[src/sv/ioerb_pkg.sv]
// ---------------------------------------------------------------------------
// ioerb_pkg
// Shared types and constants for the in-order event reorder buffer.
// ---------------------------------------------------------------------------
package ioerb_pkg;

  // Field widths
  localparam int ID_W     = 16;
  localparam int KIND_W   = 8;
  localparam int HANDLE_W = 16;

  // Store geometry
  localparam int HOLD_DEPTH  = 32;
  localparam int IDX_W       = (HOLD_DEPTH > 1) ? $clog2(HOLD_DEPTH) : 1;
  localparam int CNT_W       = $clog2(HOLD_DEPTH + 1);
  localparam int MAX_RESULTS = 33;
  localparam int NCNT_W      = $clog2(MAX_RESULTS + 1);

  // Half of the id space, for the newer test
  localparam logic [ID_W-1:0] HALF_RANGE = 16'h8000;

  // One held event
  typedef struct packed {
    logic [HANDLE_W-1:0] handle;
    logic [KIND_W-1:0]   kind;
    logic [ID_W-1:0]     id;
  } slot_t;

  // One delivered event
  typedef struct packed {
    logic                last;
    logic [ID_W-1:0]     id;
    logic [HANDLE_W-1:0] handle;
    logic [KIND_W-1:0]   kind;
  } result_t;

  // Sequencer status seen by the top level
  typedef struct packed {
    logic [ID_W-1:0]       expected_id;
    logic [CNT_W-1:0]      held_count;
    logic [HOLD_DEPTH-1:0] slot_valid;
  } status_t;

  // Sequencer states
  typedef enum logic [3:0] {
    ST_IDLE = 4'b0001,
    ST_SCAN = 4'b0010,
    ST_PUSH = 4'b0100,
    ST_LAST = 4'b1000
  } state_t;

endpackage

[src/sv/ioerb_slot_ram.sv]
// ---------------------------------------------------------------------------
// ioerb_slot_ram
// Slot store: one write port, one read port with registered read data.
// ---------------------------------------------------------------------------
module ioerb_slot_ram (
  input  logic                       clk,
  input  logic                       wr_en,
  input  logic [ioerb_pkg::IDX_W-1:0] wr_addr,
  input  ioerb_pkg::slot_t           wr_data,
  input  logic                       rd_en,
  input  logic [ioerb_pkg::IDX_W-1:0] rd_addr,
  output ioerb_pkg::slot_t           rd_data
);
  import ioerb_pkg::*;

  slot_t mem [HOLD_DEPTH];

  // Write port
  always_ff @(posedge clk) begin
    if (wr_en) begin
      mem[wr_addr] <= wr_data;
    end
  end

  // Registered read port
  always_ff @(posedge clk) begin
    if (rd_en) begin
      rd_data <= mem[rd_addr];
    end
  end

endmodule

[src/sv/ioerb_seq.sv]
// ---------------------------------------------------------------------------
// ioerb_seq
// Sequencer: decides in-order / newer / old, scans the slot store one entry
// per cycle through a shared id comparator, inserts and drains held events.
// ---------------------------------------------------------------------------
module ioerb_seq (
  input  logic                          clk,
  input  logic                          rst,
  // Input events
  input  logic                          in_valid,
  output logic                          in_ready,
  input  ioerb_pkg::slot_t              in_event,
  // Slot store
  output logic                          ram_wr_en,
  output logic [ioerb_pkg::IDX_W-1:0]   ram_wr_addr,
  output ioerb_pkg::slot_t              ram_wr_data,
  output logic                          ram_rd_en,
  output logic [ioerb_pkg::IDX_W-1:0]   ram_rd_addr,
  input  ioerb_pkg::slot_t              ram_rd_data,
  // Results toward the output register
  output logic                          push_valid,
  input  logic                          push_ready,
  output ioerb_pkg::result_t            push_data,
  // Status
  output ioerb_pkg::status_t            status
);
  import ioerb_pkg::*;

  state_t                state;
  logic [ID_W-1:0]       expected_id;
  logic [HOLD_DEPTH-1:0] slot_valid;
  logic [CNT_W-1:0]      held_count;
  logic                  mode_drain;
  slot_t                 pend;
  slot_t                 hold;
  logic [NCNT_W-1:0]     n_cnt;
  logic [CNT_W-1:0]      rd_idx;
  logic                  cmp_vld;
  logic [IDX_W-1:0]      cmp_idx;
  logic                  free_found;
  logic [IDX_W-1:0]      free_idx;

  logic [ID_W-1:0]       diff;
  logic                  in_order;
  logic                  newer;
  logic [ID_W-1:0]       target;
  logic                  rd_issue;
  logic                  cmp_match;
  logic                  cmp_free;
  logic                  scan_end;
  logic                  free_sel_found;
  logic [IDX_W-1:0]      free_sel_idx;

  // Classify the arriving event against the expected id
  always_comb begin
    diff     = in_event.id - expected_id;
    in_order = (in_event.id == expected_id);
    newer    = ((diff != '0) && !diff[ID_W-1])
            || ((diff == HALF_RANGE) && (in_event.id > expected_id));
  end

  // Shared comparator and scan pipeline
  always_comb begin
    target         = mode_drain ? expected_id : pend.id;
    rd_issue       = (state == ST_SCAN) && (rd_idx < CNT_W'(HOLD_DEPTH));
    cmp_match      = cmp_vld && slot_valid[cmp_idx] && (ram_rd_data.id == target);
    cmp_free       = cmp_vld && !slot_valid[cmp_idx];
    scan_end       = cmp_vld && (cmp_idx == IDX_W'(HOLD_DEPTH - 1));
    free_sel_found = free_found || cmp_free;
    free_sel_idx   = free_found ? free_idx : cmp_idx;
  end

  // Store ports
  assign ram_rd_en   = rd_issue;
  assign ram_rd_addr = rd_idx[IDX_W-1:0];
  assign ram_wr_en   = (state == ST_SCAN) && !mode_drain && !cmp_match
                    && scan_end && free_sel_found;
  assign ram_wr_addr = free_sel_idx;
  assign ram_wr_data = pend;

  // Handshakes
  assign in_ready    = (state == ST_IDLE);
  assign push_valid  = (state == ST_PUSH) || (state == ST_LAST);
  assign push_data   = '{last:   (state == ST_LAST),
                         id:     pend.id,
                         handle: pend.handle,
                         kind:   pend.kind};

  assign status = '{expected_id: expected_id,
                    held_count:  held_count,
                    slot_valid:  slot_valid};

  // Sequencer
  always_ff @(posedge clk) begin
    if (rst) begin
      state       <= ST_IDLE;
      expected_id <= '0;
      slot_valid  <= '0;
      held_count  <= '0;
      mode_drain  <= 1'b0;
      n_cnt       <= '0;
      rd_idx      <= '0;
      cmp_vld     <= 1'b0;
      free_found  <= 1'b0;
    end else begin
      case (state)
        ST_IDLE: begin
          if (in_valid) begin
            pend       <= in_event;
            rd_idx     <= '0;
            cmp_vld    <= 1'b0;
            free_found <= 1'b0;
            if (in_order) begin
              expected_id <= in_event.id + ID_W'(1);
              n_cnt       <= NCNT_W'(1);
              mode_drain  <= 1'b1;
              if ((held_count == '0) || (MAX_RESULTS == 1)) begin
                state <= ST_LAST;
              end else begin
                state <= ST_SCAN;
              end
            end else if (newer && (held_count != CNT_W'(HOLD_DEPTH))) begin
              mode_drain <= 1'b0;
              state      <= ST_SCAN;
            end
          end
        end

        ST_SCAN: begin
          cmp_vld <= rd_issue;
          cmp_idx <= rd_idx[IDX_W-1:0];
          if (rd_issue) begin
            rd_idx <= rd_idx + CNT_W'(1);
          end
          // Remember the lowest free slot
          if (cmp_free && !free_found) begin
            free_found <= 1'b1;
            free_idx   <= cmp_idx;
          end
          if (cmp_match) begin
            if (mode_drain) begin
              // Next event of the run found: take it out of the store
              hold                <= ram_rd_data;
              slot_valid[cmp_idx] <= 1'b0;
              held_count          <= held_count - CNT_W'(1);
              expected_id         <= expected_id + ID_W'(1);
              n_cnt               <= n_cnt + NCNT_W'(1);
              state               <= ST_PUSH;
            end else begin
              // Id already held: drop
              state <= ST_IDLE;
            end
          end else if (scan_end) begin
            if (mode_drain) begin
              state <= ST_LAST;
            end else begin
              if (free_sel_found) begin
                slot_valid[free_sel_idx] <= 1'b1;
                held_count               <= held_count + CNT_W'(1);
              end
              state <= ST_IDLE;
            end
          end
        end

        ST_PUSH: begin
          if (push_ready) begin
            pend    <= hold;
            rd_idx  <= '0;
            cmp_vld <= 1'b0;
            if ((n_cnt == NCNT_W'(MAX_RESULTS)) || (held_count == '0)) begin
              state <= ST_LAST;
            end else begin
              state <= ST_SCAN;
            end
          end
        end

        ST_LAST: begin
          if (push_ready) begin
            state <= ST_IDLE;
          end
        end

        default: begin
          state <= ST_IDLE;
        end
      endcase
    end
  end

endmodule

[src/sv/in_order_event_reorder_buffer.sv]
// ---------------------------------------------------------------------------
// in_order_event_reorder_buffer
// Delivers reliable events strictly in id order, holding early arrivals in a
// slot store that one sequencer scans through a shared id comparator.
// ---------------------------------------------------------------------------
// An in-order event with nothing held is accepted, passes through ST_LAST and
//   then the output register; no new event is taken until its result is pushed.
// Each store lookup scans one slot per cycle through the read port: one scan
//   for a held (newer) event, and one more scan for every held event drained
//   after an in-order arrival.
// Reset: expected id 0, store empty by its valid bits, no clearing pass.
module in_order_event_reorder_buffer (
  input  logic        clk,
  input  logic        rst,
  // Input events
  input  logic        s_axis_tvalid,
  output logic        s_axis_tready,
  input  logic [39:0] s_axis_tdata,   // event_id[15:0], event_kind[23:16],
                                      // payload_handle[39:24]
  // Delivered events
  output logic        m_axis_tvalid,
  input  logic        m_axis_tready,
  output logic [39:0] m_axis_tdata,   // out_kind[7:0], out_handle[23:8],
                                      // out_id[39:24]
  output logic        m_axis_tlast    // last_of_run
);
  import ioerb_pkg::*;

  slot_t            in_event;
  logic             ram_wr_en;
  logic [IDX_W-1:0] ram_wr_addr;
  slot_t            ram_wr_data;
  logic             ram_rd_en;
  logic [IDX_W-1:0] ram_rd_addr;
  slot_t            ram_rd_data;
  logic             push_valid;
  logic             push_ready;
  result_t          push_data;
  status_t          status;
  result_t          out_reg;

  // Unpack the input transfer
  assign in_event = '{handle: s_axis_tdata[39:24],
                      kind:   s_axis_tdata[23:16],
                      id:     s_axis_tdata[15:0]};

  ioerb_seq u_seq (
    .clk         (clk),
    .rst         (rst),
    .in_valid    (s_axis_tvalid),
    .in_ready    (s_axis_tready),
    .in_event    (in_event),
    .ram_wr_en   (ram_wr_en),
    .ram_wr_addr (ram_wr_addr),
    .ram_wr_data (ram_wr_data),
    .ram_rd_en   (ram_rd_en),
    .ram_rd_addr (ram_rd_addr),
    .ram_rd_data (ram_rd_data),
    .push_valid  (push_valid),
    .push_ready  (push_ready),
    .push_data   (push_data),
    .status      (status)
  );

  ioerb_slot_ram u_ram (
    .clk     (clk),
    .wr_en   (ram_wr_en),
    .wr_addr (ram_wr_addr),
    .wr_data (ram_wr_data),
    .rd_en   (ram_rd_en),
    .rd_addr (ram_rd_addr),
    .rd_data (ram_rd_data)
  );

  // Output register
  assign push_ready = !m_axis_tvalid || m_axis_tready;

  always_ff @(posedge clk) begin
    if (rst) begin
      m_axis_tvalid <= 1'b0;
    end else if (push_ready) begin
      m_axis_tvalid <= push_valid;
    end
  end

  always_ff @(posedge clk) begin
    if (push_ready && push_valid) begin
      out_reg <= push_data;
    end
  end

  assign m_axis_tdata = {out_reg.id, out_reg.handle, out_reg.kind};
  assign m_axis_tlast = out_reg.last;

`ifndef SYNTHESIS
  // Fill count tracks the valid bits
  a_held_count: assert property (@(posedge clk) disable iff (rst)
    status.held_count == CNT_W'($countones(status.slot_valid)))
    else $error("held count does not match valid slots");

  // No input is taken while a result is being pushed
  a_busy_excl: assert property (@(posedge clk) disable iff (rst)
    !(s_axis_tready && push_valid))
    else $error("input ready while results pending");

  // An in-order event advances the expected id by one
  a_advance: assert property (@(posedge clk) disable iff (rst)
    (s_axis_tvalid && s_axis_tready && (s_axis_tdata[15:0] == status.expected_id))
    |=> (status.expected_id == $past(s_axis_tdata[15:0]) + 16'd1))
    else $error("expected id did not advance");
`endif

endmodule
[config.mk]
export PLATFORM = sky130hd
export DESIGN_NAME = in_order_event_reorder_buffer
export DESIGN_NICKNAME = d
export VERILOG_FILES = /design/src/sv/ioerb_pkg.sv /design/src/sv/ioerb_slot_ram.sv /design/src/sv/ioerb_seq.sv /design/src/sv/in_order_event_reorder_buffer.sv
export SDC_FILE = /design/constraint.sdc
export NUM_CORES = 1
export LEC_CHECK = 0
export ABC_CLOCK_PERIOD_IN_PS = 6500
export BUFFER_PORTS_ARGS = -buffer_cell sky130_fd_sc_hd__buf_2
export CAP_MARGIN = 20
export CORE_MARGIN = 2
export CORE_UTILIZATION = 50
export DETAILED_ROUTE_END_ITERATION = 10
export PLACE_DENSITY_LB_ADDON = 0.2
export SLEW_MARGIN = 20
export SYNTH_ARGS = -nofsm -noshare
export SYNTH_HDL_FRONTEND = slang
export SYNTH_SLANG_ARGS = --single-unit
[constraint.sdc]
create_clock -name clk -period 6.5 [get_ports clk]
set_input_delay 0.325 -clock clk [delete_from_list [all_inputs] [get_ports clk]]
set_output_delay 0.325 -clock clk [all_outputs]
set_load 0.05 [all_outputs]
[After elaboration in Yosys (flattened, before gate mapping)]
Memories as Yosys holds them, arrays and structs flattened. A register that Yosys moved wholly into a read port is not among the register bits.
Cells that the tools add are included.
Word-level totals
  bits in writable memories: 1280
  bits of input ports: 44
  memories: 1
  output and inout bits: 43
  word-level logic and storage cells: 164
  register bits: 205
Memory list
  u_ram.mem: depth 32, bits a word 40, read ports 1, clocked after memory_dff 1, wr ports 1, line ioerb_slot_ram.sv:16  | slot_t mem [HOLD_DEPTH];
Operators by class
  order comparisons: 6
  add/subtract/negate cells: 7
  muxes and demuxes: 56
  eq/ne operators: 22
  bitwise gates (word level): 4
  reductions and logical operators: 46
Operators by type and width (count)
  $mux 32: 5
  $mux 16: 5
  $mux 40: 2
  $pmux 40 s2: 1
  $mux 6: 12
  $mux 4: 10
  $add 16x1->16 const B: 2
  $and 32x32->32: 1
  $eq 16x16->1: 2
  $not 32->32: 1
  $or 32x32->32: 1
  $pmux 16 s2: 1
  $add 6x1->6 const B: 3
  $pmux 6 s3: 1
  $eq 16x16->1 const B: 1
  $gt 16x16->1: 1
  $logic_and 1x1->1: 16
  $pmux 4 s4: 1
  $reduce_bool 16->1: 1
  $sub 16x16->16: 1
  $reduce_and 5->1: 3
  $lt 5x6->1 const B: 2
  $ne 2x2->1 const B: 6
  $pmux 6 s2: 1
  28 further kinds: 61

[Logic depth before layout (Yosys ltp)]
  depth after elaboration: 10
  mapped depth: 17
  gate-level depth less buffers: 15

[Cells and area by module]
From an unflattened synthesis, not the netlist that was laid out.
Second synthesis, totals
  cells, all modules: 3790
  area total of the unflattened synthesis: 61587.8 um2
Modules (own cells, without submodules)
  ioerb_slot_ram: area each 50965.1 um2, instances 1, sequential area each 39638.0 um2, cells an instance 2813
  ioerb_seq: area each 9336.5 um2, instances 1, sequential area each 4164.0 um2, cells an instance 931
  in_order_event_reorder_buffer: area each 1286.2 um2, instances 1, sequential area each 1251.2 um2, cells an instance 46

[Least setup slack after synthesis]
No wires, ideal clock.
  path kind: flip-flop to flip-flop
  from: register u_seq.state[3]
  to: register u_seq.pend, in the netlist u_seq.push_data[0] (enable)
  path slack: 1.653 ns
  data required time: 6.013 ns
  stages on the path, launching flop included: 5
  arrival: 4.360 ns
  setup time: 0.487 ns
  buffers on the path: 0
  clock period less this slack: 4.847 ns
  path through: dfxtp_1 > or4b_2 > inv_1 > nor2_1 > nor3_1
Between the ends
  word-level cells in the longest chain between the ends: 3
  elaborated cells between the ends (all ways): 6
  those cells by class: eq/ne (4); reduce/logical (2)
RTL lines
  start: declaration: line ioerb_seq.sv:29  | state_t state;
  start signal: assignment: line ioerb_seq.sv:96  | state <= ST_IDLE;
  start signal: assignment: line ioerb_seq.sv:118  | state <= ST_LAST;
  start signal: assignment: line ioerb_seq.sv:120  | state <= ST_SCAN;
  $eq 4x1->1 *
  named net s_axis_tready: line in_order_event_reorder_buffer.sv:17  | output logic s_axis_tready,
  $ne 2x2->1 (no source line) / $reduce_bool 2->1 (equally long branches)
  $reduce_and 4->1 (no source line) *
  end signal: assignment: line ioerb_seq.sv:109  | pend <= in_event;
  end signal: assignment: line ioerb_seq.sv:168  | pend <= hold;
  end: declaration: line ioerb_seq.sv:34  | slot_t pend;
Mark *: on every way through the listed nets, which the timed path passes. The rest lies on a longest branch.
A chain may end at the register's enable or synchronous reset.

[Worst setup path in the final report]
  from: register u_seq.pend, in the netlist u_seq.push_data[32]
  to: memory u_ram.mem[19][21] (netlist bit) (enable)
Between the ends
  word-level cells in the longest chain between the ends: 9
RTL lines
  $mux 16: line ioerb_seq.sv:64  | target = mode_drain ? expected_id : pend.id;
  $eq 16x16->1: line ioerb_seq.sv:66  | cmp_match = cmp_vld && slot_valid[cmp_idx] && (ram_rd_data.id == target);
  $logic_and 1x1->1: line ioerb_seq.sv:66
  $logic_not 1->1: line ioerb_seq.sv:76  | assign ram_wr_en = (state == ST_SCAN) && !mode_drain && !cmp_match
  $logic_and 1x1->1: line ioerb_seq.sv:76
  $logic_and 1x1->1 (2 in series): line ioerb_seq.sv:77  | && scan_end && free_sel_found;
  $mux 1: line ioerb_slot_ram.sv:20  | if (wr_en) begin
  $mux 1 (implied by the code): line ioerb_slot_ram.sv:21  | mem[wr_addr] <= wr_data;
  end: declaration: line ioerb_slot_ram.sv:16
Every way passes these cells.

==> results by group <==
Synth
  • EDFF count, synth: 1451
  • Synth top area cells: edfxtp_1, mux4_2, dfxtp_1, nand2_1, mux2_2
  • Leading cell types by count after synthesis: edfxtp_1, mux4_2, nand2_1
  • Async S/R FF share, synth: 0%
  • Flops & latches, synth: 1525
  • Share of the synthesized area in the top cell type: 72.58%
  • Yosys warns: 0
  • Synth cell types: 89
  • Synthesized area per cell: 20.42 sq um
  • Cells after Synth: 2940
  • Prevailing post-synth register cell: edfxtp_1
  • Cell with the most instances after synthesis: edfxtp_1
  • Synth area leader: edfxtp_1
  • Synthesized Nets: 3011
  • Synth Cell Area: 0.06003 sq mm
  • Sequential share of the synthesized area: 75.05%

GRT
  • Total track usage: 23.90%
  • Number of global-route vias before repair: 30470
  • Grt ovf: 0
  • Global-route wire length before repair: 210500 um
  • Largest net degree at the start of global routing: 103
  • Initial antenna violation count: 9

Critical path
  • Crit Path Class: flop to flop
  • Arr. time, crit path: 5.55 ns
  • Data required, critical path: 6.92 ns
  • Crit path capture type: flop
  • Crit path launch: u_seq.push_data[32]
  • Maximum fanout along the worst path: 34
  • RR Startpoint: u_seq.push_data[32]
  • Startpoint Class: flop

Die
  • # IOs: 87
  • Die width: 350.5 um
  • # rows: 127
  • Die height: 350.5 um
  • Die area: 0.1228 sq mm
  • Core area: 0.1195 sq mm
  • Initial Util: 50.24%

STA
  • Min Tclk post-route: 5.131 ns
  • Headroom to the max-slew limit: 24.95%
  • Final Max Slew Viols: 0
  • Clock Skew: 0.02710 ns
  • Fmax: 0.1949 GHz
  • Tcrit/Tclk final: 78.95%
  • Final count of negative-setup-slack endpoints: 0
  • Measured slew at the worst slew-check pin: 1.118 ns
  • Final TNS setup: 0 ns
  • RSZ-0062 raised after global routing: false
  • Final Hold Viols: 0

Final layout
  • Final nets: 3263
  • Layout cells sized above 1: 27.83%
  • Non-filler cells, final: 4927
  • Layout area overhead: 13.92%
  • Design area: 0.06839 sq mm

Drt
  • # DRC: 0
  • Drt initial violations: 3448
  • Vias per cell: 6.085
  • DRT antenna net count: 0
  • Post-detailed-route wirelength per cell: 29.30 um
  • Final wirelength: 144400 um
  • Via count: 29980
  • DR pass1 iterations: 5

Clock tree
  • Clk buf depth: 3
  • TritonCTS buffer count: 156
  • # Post-CTS Setup Buffers: 0
  • CTS clk-pin slew, worst paths: 0.06 ns
  • Clock Latency Late Sink: 0.79 ns
  • H-tree Lvls: 4
  • CTS root buf: clkbuf_16
  • CTS sink count: 1525
  • TritonCTS clock tree: yes

Placement
  • HPWL Detailed: 88190 um
  • Final Wtd Congestion: 0.8138
  • Dpl cells: 4599
  • Port Buffer Count: 86
  • Placed cell area: 0.06313 sq mm

Status
  • Status: finished, final reports clean

Power
  • P_leak: 0.02110 uW
  • P per Cell Area: 319.2 mW/mm^2
  • Maximum VDD drop: 0.2953 mV

Job
  • Max Cap Violations: 0

Min path
  • Worst min path class: input port to flop
  • Hold Path Origin: s_axis_tdata[39]
## kinds of logic (layout without fill, tap and decap cells)
logic type	after synthesis	count (layout)	share of synthesized area (%)
multiplexers	485	485	16.52
other	0	2	0
XOR/XNOR	40	40	0.5836
adder cells (fa/ha/maj)	27	27	0.5753
buffers and inverters	179	552	1.232
flip-flops	1525	1525	75.05
AND/OR/NAND/NOR	452	452	3.560
AO/OA/AOI/OAI	232	232	2.480
## flip-flops by register name, summed over array words and instances, names as in the netlist, 6 cells and up
name / cells
u_seq.held_count: 6
u_ram.rd_data: 40
u_ram.mem: 1280
u_seq.n_cnt: 6
m_axis_tdata: 40
u_seq.hold: 40
u_seq.push_data: 40
u_seq.rd_idx: 6
u_seq.slot_valid: 32
u_seq.expected_id: 16
## what timing repair did
item,in CTS,in global routing
endpoints found under the setup margin,0,0
hold buffers,41,0
endpoints found under the hold margin,47,0
gates resized for setup,0,0
## cell usage in the layout (no fill, tap or decap), drive strengths merged, types with 23 or more instances in the layout
cell         synthesis  layout
nand3               24      24
mux2                42      42
clkbuf             108     197
a21oi               85      85
o21ai               56      56
dfxtp               74      74
nor2               102     102
ha                  26      26
dlygate4sd3          0      41
nand2              221     221
edfxtp            1451    1451
clkinv               0      62
mux4               400     400
buf                 38     199
xor2                23      23
mux2i               43      43
inv                 33      44
## area by class of cell
type	count	area, sq um
clock buffer	197	4099
timing repair buffer	240	1912
multi-input combinational	1236	14520
sequential	1525	45070
antenna	2	5.005
inverter	33	123.9
tap	1612	2017
clock inverter	82	644.4
fill	8741	51110
## per-stage QoR
stage / util [%] / hold WS [ns] / setup WS [ns] / total power, uW
2_1_floorplan: - / 0.4003 / 1.653 / 12780
3_3_place_gp: 52.73 / 0.4068 / 1.417 / 13520
3_5_place_dp: 52.83 / 0.4045 / 1.299 / 13610
4_1_cts: 57.14 / 0.04739 / 1.274 / 21970
5_1_grt: 57.23 / 0.08765 / 1.177 / 22510
6_report: 57.23 / 0.1098 / 1.369 / 21830
## final timing paths
kind	endpoint	slack, ns	cells after the start
worst min-delay path	u_seq.push_data[23]	0.11	3
worst max-delay path	u_ram.mem[19][21]	1.37	10
worst min register to register	u_seq.hold[28]	0.40	0
worst max register to register	u_ram.mem[19][21]	1.37	10
## worst max-delay path, cell delays in order, from the launching register on
cell and delay (ns):
edfxtp_1 1.04, mux2i_1 0.25, xor2_1 0.21, nand4_1 0.14
nor2_1 0.12, a31oi_1 0.25, o21ai_0 0.10, nor3_1 0.64
nand2_1 0.75, nor2_4 0.77, buf_4 0.46
## power breakdown
part / internal (uW) / switching (uW)
Sequential: 11400 / 265
Clock: 4720 / 3680
Combinational: 644 / 1160
Total: 16700 / 5110
## metal layers
layer	part of all wire [%]	vias up	track usage [%]
li1	-	12590	-
met1	43	16010	34.77
met2	48	1203	37.69
met3	7.5	175	5.026
met4	1.7	0	5.203
met5	0	-	0
Power figures use the tool's default switching activity.
